File: config.mk
export PLATFORM = sky130hd
export DESIGN_NAME = calendar_clock_counter
export DESIGN_NICKNAME = d
export VERILOG_FILES = /design/src/sv/ccc_pkg.sv /design/src/sv/calendar_clock_counter.sv
export SDC_FILE = /design/constraint.sdc
export NUM_CORES = 1
export LEC_CHECK = 0
export ABC_AREA = 1
export BUFFER_PORTS_ARGS = -buffer_cell sky130_fd_sc_hd__buf_2
export CAP_MARGIN = 0
export CELL_PAD_IN_SITES_DETAIL_PLACEMENT = 0
export CELL_PAD_IN_SITES_GLOBAL_PLACEMENT = 1
export CORE_MARGIN = 2
export CORE_UTILIZATION = 40
export DETAILED_ROUTE_END_ITERATION = 12
export PLACE_DENSITY = 0.88
export SLEW_MARGIN = 20
export SYNTH_ARGS = -nofsm -noshare
export SYNTH_HDL_FRONTEND = slang
export SYNTH_SLANG_ARGS = --single-unit
File: constraint.sdc
create_clock -name clk -period 5.05 [get_ports clk]
set_input_delay 1.01 -clock clk [delete_from_list [all_inputs] [get_ports clk]]
set_output_delay 1.01 -clock clk [all_outputs]
set_load 0.02 [all_outputs]
File: src/sv/ccc_pkg.sv
`timescale 1ns / 1ps
// ----------------------------------------------------------------------------
// ccc_pkg
// shared types, limits and the month-length table of the calendar clock
// ----------------------------------------------------------------------------
package ccc_pkg;

    // sub-second ticks in one second
    localparam int TICKS_PER_SECOND = 100;
    localparam int TICK_W           = (TICKS_PER_SECOND > 2) ? $clog2(TICKS_PER_SECOND) : 1;

    localparam logic [TICK_W-1:0] TICK_LAST  = TICK_W'(TICKS_PER_SECOND - 1);
    localparam logic [5:0]        SEC_LAST   = 6'd59;
    localparam logic [5:0]        MIN_LAST   = 6'd59;
    localparam logic [4:0]        HOUR_LAST  = 5'd23;
    localparam logic [4:0]        LEAP_DAY   = 5'd29;
    localparam logic [3:0]        MONTH_FEB  = 4'd2;
    localparam logic [3:0]        MONTH_MAR  = 4'd3;
    localparam logic [3:0]        MONTH_LAST = 4'd12;
    localparam logic [6:0]        YEAR_LAST  = 7'd99;

    // reset date
    localparam logic [4:0] DAY_RESET   = 5'd7;
    localparam logic [3:0] MONTH_RESET = 4'd8;
    localparam logic [6:0] YEAR_RESET  = 7'd11;

    typedef enum logic [1:0] {
        OP_TICK      = 2'd0,
        OP_LOAD_TIME = 2'd1,
        OP_LOAD_DATE = 2'd2
    } op_t;

    typedef struct packed {
        logic sec;
        logic min;
        logic date;
    } chg_flags_t;

    // days in a month; invalid month codes count as 31 days
    function automatic logic [4:0] month_length(input logic [3:0] m);
        logic [4:0] len;
        unique case (m)
            4'd2:                      len = 5'd29;
            4'd4, 4'd6, 4'd9, 4'd11:   len = 5'd30;
            default:                   len = 5'd31;
        endcase
        return len;
    endfunction

endpackage

File: src/sv/calendar_clock_counter.sv
`timescale 1ns / 1ps
// path: the input register, then the time/date registers, which double as the
// result register, with a single pass of compare/increment logic between them
// throughput: one word per cycle unless the result register is held by out_stall
// reset: time clears to 00:00:00, date goes to day 7, month 8, year 11, sub-second
// count to 0; both stages come up empty
// ----------------------------------------------------------------------------
// calendar_clock_counter
// real-time clock and calendar: hundredth-second ticks advance a cascade
// through seconds, minutes, hours, day, month and two-digit year; load words
// overwrite the time or the date
// ----------------------------------------------------------------------------
module calendar_clock_counter (
    input  logic       clk,
    input  logic       rst_n,
    // input channel
    input  logic       in_valid,
    output logic       in_stall,
    input  logic [1:0] opcode,
    input  logic [4:0] new_hour,
    input  logic [5:0] new_minute,
    input  logic [5:0] new_second,
    input  logic [4:0] new_day,
    input  logic [3:0] new_month,
    input  logic [6:0] new_year,
    // result channel
    output logic       out_valid,
    input  logic       out_stall,
    output logic [4:0] hour,
    output logic [5:0] minute,
    output logic [5:0] second,
    output logic [4:0] day,
    output logic [3:0] month,
    output logic [6:0] year,
    output logic       second_changed,
    output logic       minute_changed,
    output logic       date_changed
);
    import ccc_pkg::*;

    // input register stage
    logic       in_valid_reg;
    logic [1:0] opcode_reg;
    logic [4:0] new_hour_reg;
    logic [5:0] new_minute_reg;
    logic [5:0] new_second_reg;
    logic [4:0] new_day_reg;
    logic [3:0] new_month_reg;
    logic [6:0] new_year_reg;

    // clock/calendar state; it also serves as the result payload, since it is
    // only written when the result register is free to take a new word
    logic [TICK_W-1:0] tick_count_reg, tick_count_next;
    logic [5:0]        seconds_reg,    seconds_next;
    logic [5:0]        minutes_reg,    minutes_next;
    logic [4:0]        hours_reg,      hours_next;
    logic [4:0]        day_reg,        day_next;
    logic [3:0]        month_reg,      month_next;
    logic [6:0]        year_reg,       year_next;

    // result stage
    logic       out_valid_reg;
    chg_flags_t flags_reg, flags_next;

    logic out_free;   // result register can take a word this cycle
    logic advance;    // input register word moves into the result stage

    assign out_free = !out_valid_reg || !out_stall;
    assign advance  = in_valid_reg && out_free;
    // input register holds a word that cannot move on
    assign in_stall = in_valid_reg && !out_free;

    // single pass: tick cascade or load, from the input register and state
    always_comb
    begin
        logic [4:0] len;
        logic [4:0] day_inc;

        tick_count_next = tick_count_reg;
        seconds_next    = seconds_reg;
        minutes_next    = minutes_reg;
        hours_next      = hours_reg;
        day_next        = day_reg;
        month_next      = month_reg;
        year_next       = year_reg;
        flags_next      = '0;
        len             = month_length(month_reg);
        day_inc         = day_reg + 5'd1;

        unique case (opcode_reg)
            OP_TICK:
            begin
                if (tick_count_reg < TICK_LAST)
                begin
                    tick_count_next = tick_count_reg + TICK_W'(1);
                end
                else
                begin
                    tick_count_next = '0;
                    flags_next.sec  = 1'b1;
                    // out-of-range counts behave as the last value
                    if (seconds_reg < SEC_LAST)
                    begin
                        seconds_next = seconds_reg + 6'd1;
                    end
                    else
                    begin
                        seconds_next   = '0;
                        flags_next.min = 1'b1;
                        if (minutes_reg < MIN_LAST)
                        begin
                            minutes_next = minutes_reg + 6'd1;
                        end
                        else
                        begin
                            minutes_next = '0;
                            if (hours_reg < HOUR_LAST)
                            begin
                                hours_next = hours_reg + 5'd1;
                            end
                            else
                            begin
                                hours_next      = '0;
                                flags_next.date = 1'b1;
                                if (day_reg < len)
                                begin
                                    // february 29 only in years divisible by four
                                    if (day_inc == LEAP_DAY && month_reg == MONTH_FEB &&
                                        year_reg[1:0] != 2'd0)
                                    begin
                                        day_next   = 5'd1;
                                        month_next = MONTH_MAR;
                                    end
                                    else
                                    begin
                                        day_next = day_inc;
                                    end
                                end
                                else
                                begin
                                    day_next = 5'd1;
                                    if (month_reg < MONTH_LAST)
                                    begin
                                        month_next = month_reg + 4'd1;
                                    end
                                    else
                                    begin
                                        month_next = 4'd1;
                                        year_next  = (year_reg < YEAR_LAST) ?
                                                     year_reg + 7'd1 : 7'd0;
                                    end
                                end
                            end
                        end
                    end
                end
            end
            OP_LOAD_TIME:
            begin
                hours_next   = new_hour_reg;
                minutes_next = new_minute_reg;
                seconds_next = new_second_reg;
            end
            OP_LOAD_DATE:
            begin
                day_next   = new_day_reg;
                month_next = new_month_reg;
                year_next  = new_year_reg;
            end
            default:
            begin
                // unused code: no change, flags clear
                flags_next = '0;
            end
        endcase
    end

    // input register: payload has no reset
    always_ff @(posedge clk or negedge rst_n)
    begin
        if (!rst_n)
        begin
            in_valid_reg <= 1'b0;
        end
        else if (!in_stall)
        begin
            in_valid_reg <= in_valid;
        end
    end

    always_ff @(posedge clk)
    begin
        if (in_valid && !in_stall)
        begin
            opcode_reg     <= opcode;
            new_hour_reg   <= new_hour;
            new_minute_reg <= new_minute;
            new_second_reg <= new_second;
            new_day_reg    <= new_day;
            new_month_reg  <= new_month;
            new_year_reg   <= new_year;
        end
    end

    // state and result register
    always_ff @(posedge clk or negedge rst_n)
    begin
        if (!rst_n)
        begin
            out_valid_reg  <= 1'b0;
            flags_reg      <= '0;
            tick_count_reg <= '0;
            seconds_reg    <= '0;
            minutes_reg    <= '0;
            hours_reg      <= '0;
            day_reg        <= DAY_RESET;
            month_reg      <= MONTH_RESET;
            year_reg       <= YEAR_RESET;
        end
        else if (out_free)
        begin
            out_valid_reg <= in_valid_reg;
            if (in_valid_reg)
            begin
                flags_reg      <= flags_next;
                tick_count_reg <= tick_count_next;
                seconds_reg    <= seconds_next;
                minutes_reg    <= minutes_next;
                hours_reg      <= hours_next;
                day_reg        <= day_next;
                month_reg      <= month_next;
                year_reg       <= year_next;
            end
        end
    end

    assign out_valid      = out_valid_reg;
    assign hour           = hours_reg;
    assign minute         = minutes_reg;
    assign second         = seconds_reg;
    assign day            = day_reg;
    assign month          = month_reg;
    assign year           = year_reg;
    assign second_changed = flags_reg.sec;
    assign minute_changed = flags_reg.min;
    assign date_changed   = flags_reg.date;

`ifndef SYNTHESIS
    // change flags cascade: a date change implies minute and second changes
    assert property (@(posedge clk) disable iff (!rst_n)
        out_valid |-> (!date_changed || minute_changed) && (!minute_changed || second_changed))
    else $error("change flags out of cascade order");

    // a minute change always leaves the seconds at zero
    assert property (@(posedge clk) disable iff (!rst_n)
        out_valid && minute_changed |-> second == 6'd0)
    else $error("minute change with nonzero seconds");

    // a date change happens only at midnight
    assert property (@(posedge clk) disable iff (!rst_n)
        out_valid && date_changed |-> hour == 5'd0 && minute == 6'd0)
    else $error("date change away from midnight");

    // input side stalls only behind a full, stalled result register
    assert property (@(posedge clk) disable iff (!rst_n)
        in_stall |-> out_valid && out_stall)
    else $error("input stalled without result backpressure");
`endif

endmodule
After elaboration in Yosys (flattened, before gate mapping)
Index checks and enable logic that the tools add are counted.
- add/subtract/negate cells: 7
- multipliers: 0
- div/mod/pow operators: 0
- magnitude comparators: 7
- equal/unequal tests: 15
- shift-type cells: 0
- mux-type cells: 42
- bitwise gates (word level): 0
- reductions and logical operators: 22
- operators by type and width (operator ; count):
    $mux W7 ; 8
    $mux W5 ; 10
    $mux W6 ; 5
    $mux W4 ; 7
    $pmux W6 S2 ; 2
    $pmux W5 S2 ; 2
    $add A7 B1 Y7 const B ; 2
    $lt A7 B7 Y1 const B ; 2
    $pmux W7 S2 ; 1
    $add A6 B1 Y6 const B ; 2
    $lt A6 B6 Y1 const B ; 2
    $ne A2 B2 Y1 const B ; 6
    $add A5 B1 Y5 const B ; 2
    $reduce_and A9 Y1 ; 1
    $eq A4 B3 Y1 const B ; 2
    $eq A4 B4 Y1 const B ; 2
    $pmux W4 S2 ; 1
    $reduce_and A8 Y1 ; 1
    $reduce_and A7 Y1 ; 1
    $mux W3 ; 2
    $reduce_and A6 Y1 ; 1
    $reduce_bool A2 Y1 ; 3
    $eq A5 B5 Y1 const B ; 1
    $lt A5 B5 Y1 ; 1
    19 further kinds ; 26
- register bits: 80
- latch bits: 0
- bits in writable memories: 0
- memory bits (read-only): 0
- input bits: 39
- output and inout port bits: 38
- logic and storage cells: 112
- memories kept: 0

Logic depth before layout (Yosys ltp)
- depth after elaboration: 11
- gate-level depth with buffers: 14
- mapped depth without buffers: 14

Least setup slack after synthesis
No wires, ideal clock.
- path kind: input -> register
- start point: input port out_stall
- end point: register new_day_reg[0], enable pin
- setup time: 0.390 ns
- arrival: 2.038 ns
- path slack: 2.623 ns
- stages: 5
- buffers on the path: 0
- cells stage by stage: nand2_1 nor2_1 inv_1 nand2_1 inv_1
- cells in the longest elaborated chain, start to end: 6
- RTL lines (item ; RTL line ; source):
    start: declaration ; calendar_clock_counter.sv:28 ; input logic out_stall,
    $logic_not A1 Y1 ; calendar_clock_counter.sv:68 ; assign out_free = !out_valid_reg || !out_stall;
    $logic_or A1 B1 Y1 ; calendar_clock_counter.sv:68 ;
    $logic_not A1 Y1 ; calendar_clock_counter.sv:71 ; assign in_stall = in_valid_reg && !out_free;
    $logic_and A1 B1 Y1 ; calendar_clock_counter.sv:71 ;
    via in_stall ; calendar_clock_counter.sv:18 ; output logic in_stall,
    $logic_not A1 Y1 ; calendar_clock_counter.sv:193 ; if (in_valid && !in_stall)
    $logic_and A1 B1 Y1 ; calendar_clock_counter.sv:193 ;
    end signal: assignment ; calendar_clock_counter.sv:199 ; new_day_reg <= new_day;
    end: declaration ; calendar_clock_counter.sv:47 ; logic [4:0] new_day_reg;
The timed path passes the listed nets, and every way through them passes these cells.
A chain may end at the register's enable or synchronous reset.

Final worst setup path
- start point: input port out_stall
- end point: output port in_stall
- cells in the longest elaborated chain, start to end: 4
- RTL lines (item ; RTL line):
    $logic_not A1 Y1 ; calendar_clock_counter.sv:68
    $logic_or A1 B1 Y1 ; calendar_clock_counter.sv:68
    $logic_not A1 Y1 ; calendar_clock_counter.sv:71
    $logic_and A1 B1 Y1 ; calendar_clock_counter.sv:71
    end: declaration ; calendar_clock_counter.sv:18
Every way passes these cells.

==> impl_metrics.env <==
export IMPL_outcome="complete, no violations"
export IMPL_finalWorstSetupSlack_ps=2570
export IMPL_core_um2=9770
export IMPL_grtUsageTotal_pct=16.5
export IMPL_syn_nets=499
export IMPL_drive_gt1_share_pct=22.8
export IMPL_power_total_mw=2.38
export IMPL_ioPinCount=77
export IMPL_finalCritPeriodShare_pct=49.1
export IMPL_clkTransAtPathRegs_ps=70
export IMPL_cts_root_buf="clkbuf_8"
export IMPL_synth_edf_count=35
export IMPL_viasPerCell=4.72
export IMPL_gp_congestion=0.807
export IMPL_diodes=0
export IMPL_min_to="second_changed$_DFFE_PN0P_"
export IMPL_synth_avg_cell_area_um2=9.04
export IMPL_clk_latency_ps=360
export IMPL_overflow=0
export IMPL_synth_most_common_cell="nand2_1"
export IMPL_setup_viol=0
export IMPL_io_buffers=76
export IMPL_timing_hold_ws_ps=479
export IMPL_wl_mm=8.56
export IMPL_crit_top_cell="buf_2"
export IMPL_cp_end_kind="output port"
export IMPL_synth_seq_cells=80
export IMPL_cts_setup_buffers=0
export IMPL_cts_num_sinks=80
export IMPL_worstHoldPathCells=2
export IMPL_max_stage_delay_ps=180
export IMPL_cp_required_ps=4040
export IMPL_max_vdd_ir_drop_mv=0.239
export IMPL_ys_seq_area_share_pct=54.1
export IMPL_syn_to_final_growth_pct=16.9
export IMPL_dieArea_um2=10900
export IMPL_die_w_um=105
export IMPL_worst_pin_slew_ps=787
export IMPL_syn_area_um2=4040
export IMPL_hold_violations=0
export IMPL_yosysTopAreaCell="edfxtp_1"
export IMPL_synth_cell_type_count=41
export IMPL_ys_flop_type="dfrtp_1"
export IMPL_post_cts_resized=0
export IMPL_synth_top_cell_area_share_pct=26.0
export IMPL_critPathKind="input pin to output port"
export IMPL_grt_pass1_wl_mm=14.3
export IMPL_crit_cells=4
export IMPL_route_detailed_drc=0
export IMPL_numCtsBuffers=9
export IMPL_drtAntennaViolNets=0
export IMPL_pre_cts_ws_ps=2570
export IMPL_crit_arrival_ps=1470
export IMPL_tritoncts="built"
export IMPL_rsz0062_at_grt="false"
export IMPL_min_delay_start="second_changed$_DFFE_PN0P_"
export IMPL_power_density_nw_per_um2=504
export IMPL_final_nets=582
export IMPL_worstPathCellList="buf_2, nand2_1, nor2_1, buf_2"
export IMPL_start_util_pct=41.3
export IMPL_yosysWarnings=0
export IMPL_finalClockSkew_ps=11.6
export IMPL_vias=3151
export IMPL_critPathLaunch="out_stall"
export IMPL_cp_max_fo=3
export IMPL_r2r_cells=14
export IMPL_min_period_ps=2480
export IMPL_cpMaxStageDelayCell="buf_2"
export IMPL_ff2ff_setup_slack_ps=2770
export IMPL_dpl_hpwl_mm=6.20
export IMPL_p_leak_nw=2.29
export IMPL_worstReg2RegStart="month[0]$_DFFE_PN0P_"
export IMPL_start_kind="input pin"
export IMPL_drt_iter0_markers=208
export IMPL_h_tree_depth=3
export IMPL_first_global_vias=2969
export IMPL_synthTopCellsByArea="edfxtp_1 26%, dfrtp_1 24%, nand2_1 12%"
export IMPL_antenna_found_initial=0
export IMPL_finalSetupTns_ps=0
export IMPL_clock_path_buffers=2
export IMPL_drt_pass1_iter_count=7
export IMPL_rows=36
export IMPL_post_route_util_pct=48.3
export IMPL_cpLargestDelayFamily="buffers and inverters"
export IMPL_grt_max_degree=46
export IMPL_min_path_type="flip-flop to flip-flop"
export IMPL_syn_instance_count=447
export IMPL_fmax_mhz=403
export IMPL_cts_hold_buffers_added=0
export IMPL_synthTopCellsByCount="124 x nand2_1, 43 x inv_1, 39 x nor2_1, 38 x dfrtp_1, 37 x nand3_1"
export IMPL_slew_headroom_pct=47.5
export IMPL_die_y_um=105
export IMPL_async_flop_share_pct=56.3
export IMPL_r2r_end="year[4]$_DFFE_PN0P_"
export IMPL_drv_cap=0
export IMPL_wl_per_cell_um=12.8
export IMPL_path_buf_inv=2
export IMPL_drv_slew=0
==> per-stage QoR <==
stage                     instance area (um^2)  std cells
after floorplan                           4040        447
after global placement                    4560        652
after detailed placement                  4560        652
after CTS                                 4720        668
after global routing                      4720        668
final                                     4720        668
==> worst max-delay path by stage <==
| stage | slack, ps | to |
|---|---|---|
| 2_1_floorplan | 2620 | new_day_reg[0]$_DFFE_PP_ |
| 3_3_place_gp | 2600 | in_stall |
| 3_5_place_dp | 2570 | in_stall |
| 4_1_cts | 2570 | in_stall |
| 5_1_grt | 2500 | in_stall |
| 6_report | 2570 | in_stall |
==> power breakdown <==
group | internal, mW | total (mW) | switching [mW]
logic | 0.340 | 0.906 | 0.566
clock network | 0.172 | 0.406 | 0.233
registers | 0.872 | 1.07 | 0.198
total | 1.38 | 2.38 | 0.997
==> placed cells by master (no fill, tap or decap), types with 3 or more instances in the layout <==
| cell type | n |
|---|---|
| inv_1 | 43 |
| dfrtp_1 | 38 |
| buf_2 | 75 |
| ha_1 | 13 |
| xor2_1 | 9 |
| clkinv_1 | 3 |
| nand3_1 | 37 |
| nand2_2 | 4 |
| clkinvlp_4 | 3 |
| clkbuf_8 | 9 |
| nand2_4 | 4 |
| nand4_1 | 6 |
| nor3_1 | 4 |
| nor2_1 | 39 |
| a21oi_1 | 16 |
| o21ai_1 | 3 |
| dfstp_2 | 7 |
| nand2_1 | 124 |
| edfxtp_1 | 35 |
| o21ai_0 | 29 |
| inv_2 | 6 |
==> logic make-up (layout without fill, tap and decap cells) <==
| family | after synthesis | count (layout) | synth area share [%] |
|---|---|---|---|
| XOR/XNOR | 11 | 11 | 2.38 |
| adder cells (fa/ha/maj) | 13 | 13 | 4.02 |
| flip-flops | 80 | 80 | 54.1 |
| AND/OR/NAND/NOR | 229 | 229 | 25.4 |
| buffers and inverters | 56 | 144 | 5.82 |
| AO/OA/AOI/OAI | 58 | 58 | 8.33 |
==> layer usage <==
layer  GRT usage, %  vias to the layer above  part of all wire, %
met5              0                        -                    0
met4           5.89                        0                  1.4
met3           3.95                       10                  4.3
met2           25.3                       69                   47
met1           22.7                     1440                   48
li1               -                     1632                    -
==> worst reg2reg max path, delay by kind of cell, from the launching register on <==
family | cells | cell delay [ps]
flops | 1 | 440
simple gates | 10 | 1050
fa+ha+maj | 2 | 500
buf+inv | 2 | 180
==> area by class of cell <==
class | instances | area (um^2)
fillers | 955 | 5050
flip-flops and latches | 80 | 2190
multi-input cells | 311 | 1620
repair buffers | 77 | 390
inverters | 51 | 198
well taps | 133 | 166
clock buffers | 9 | 124
clock inverters | 7 | 38.8
Note: power is estimated with default switching activity, not from simulation.
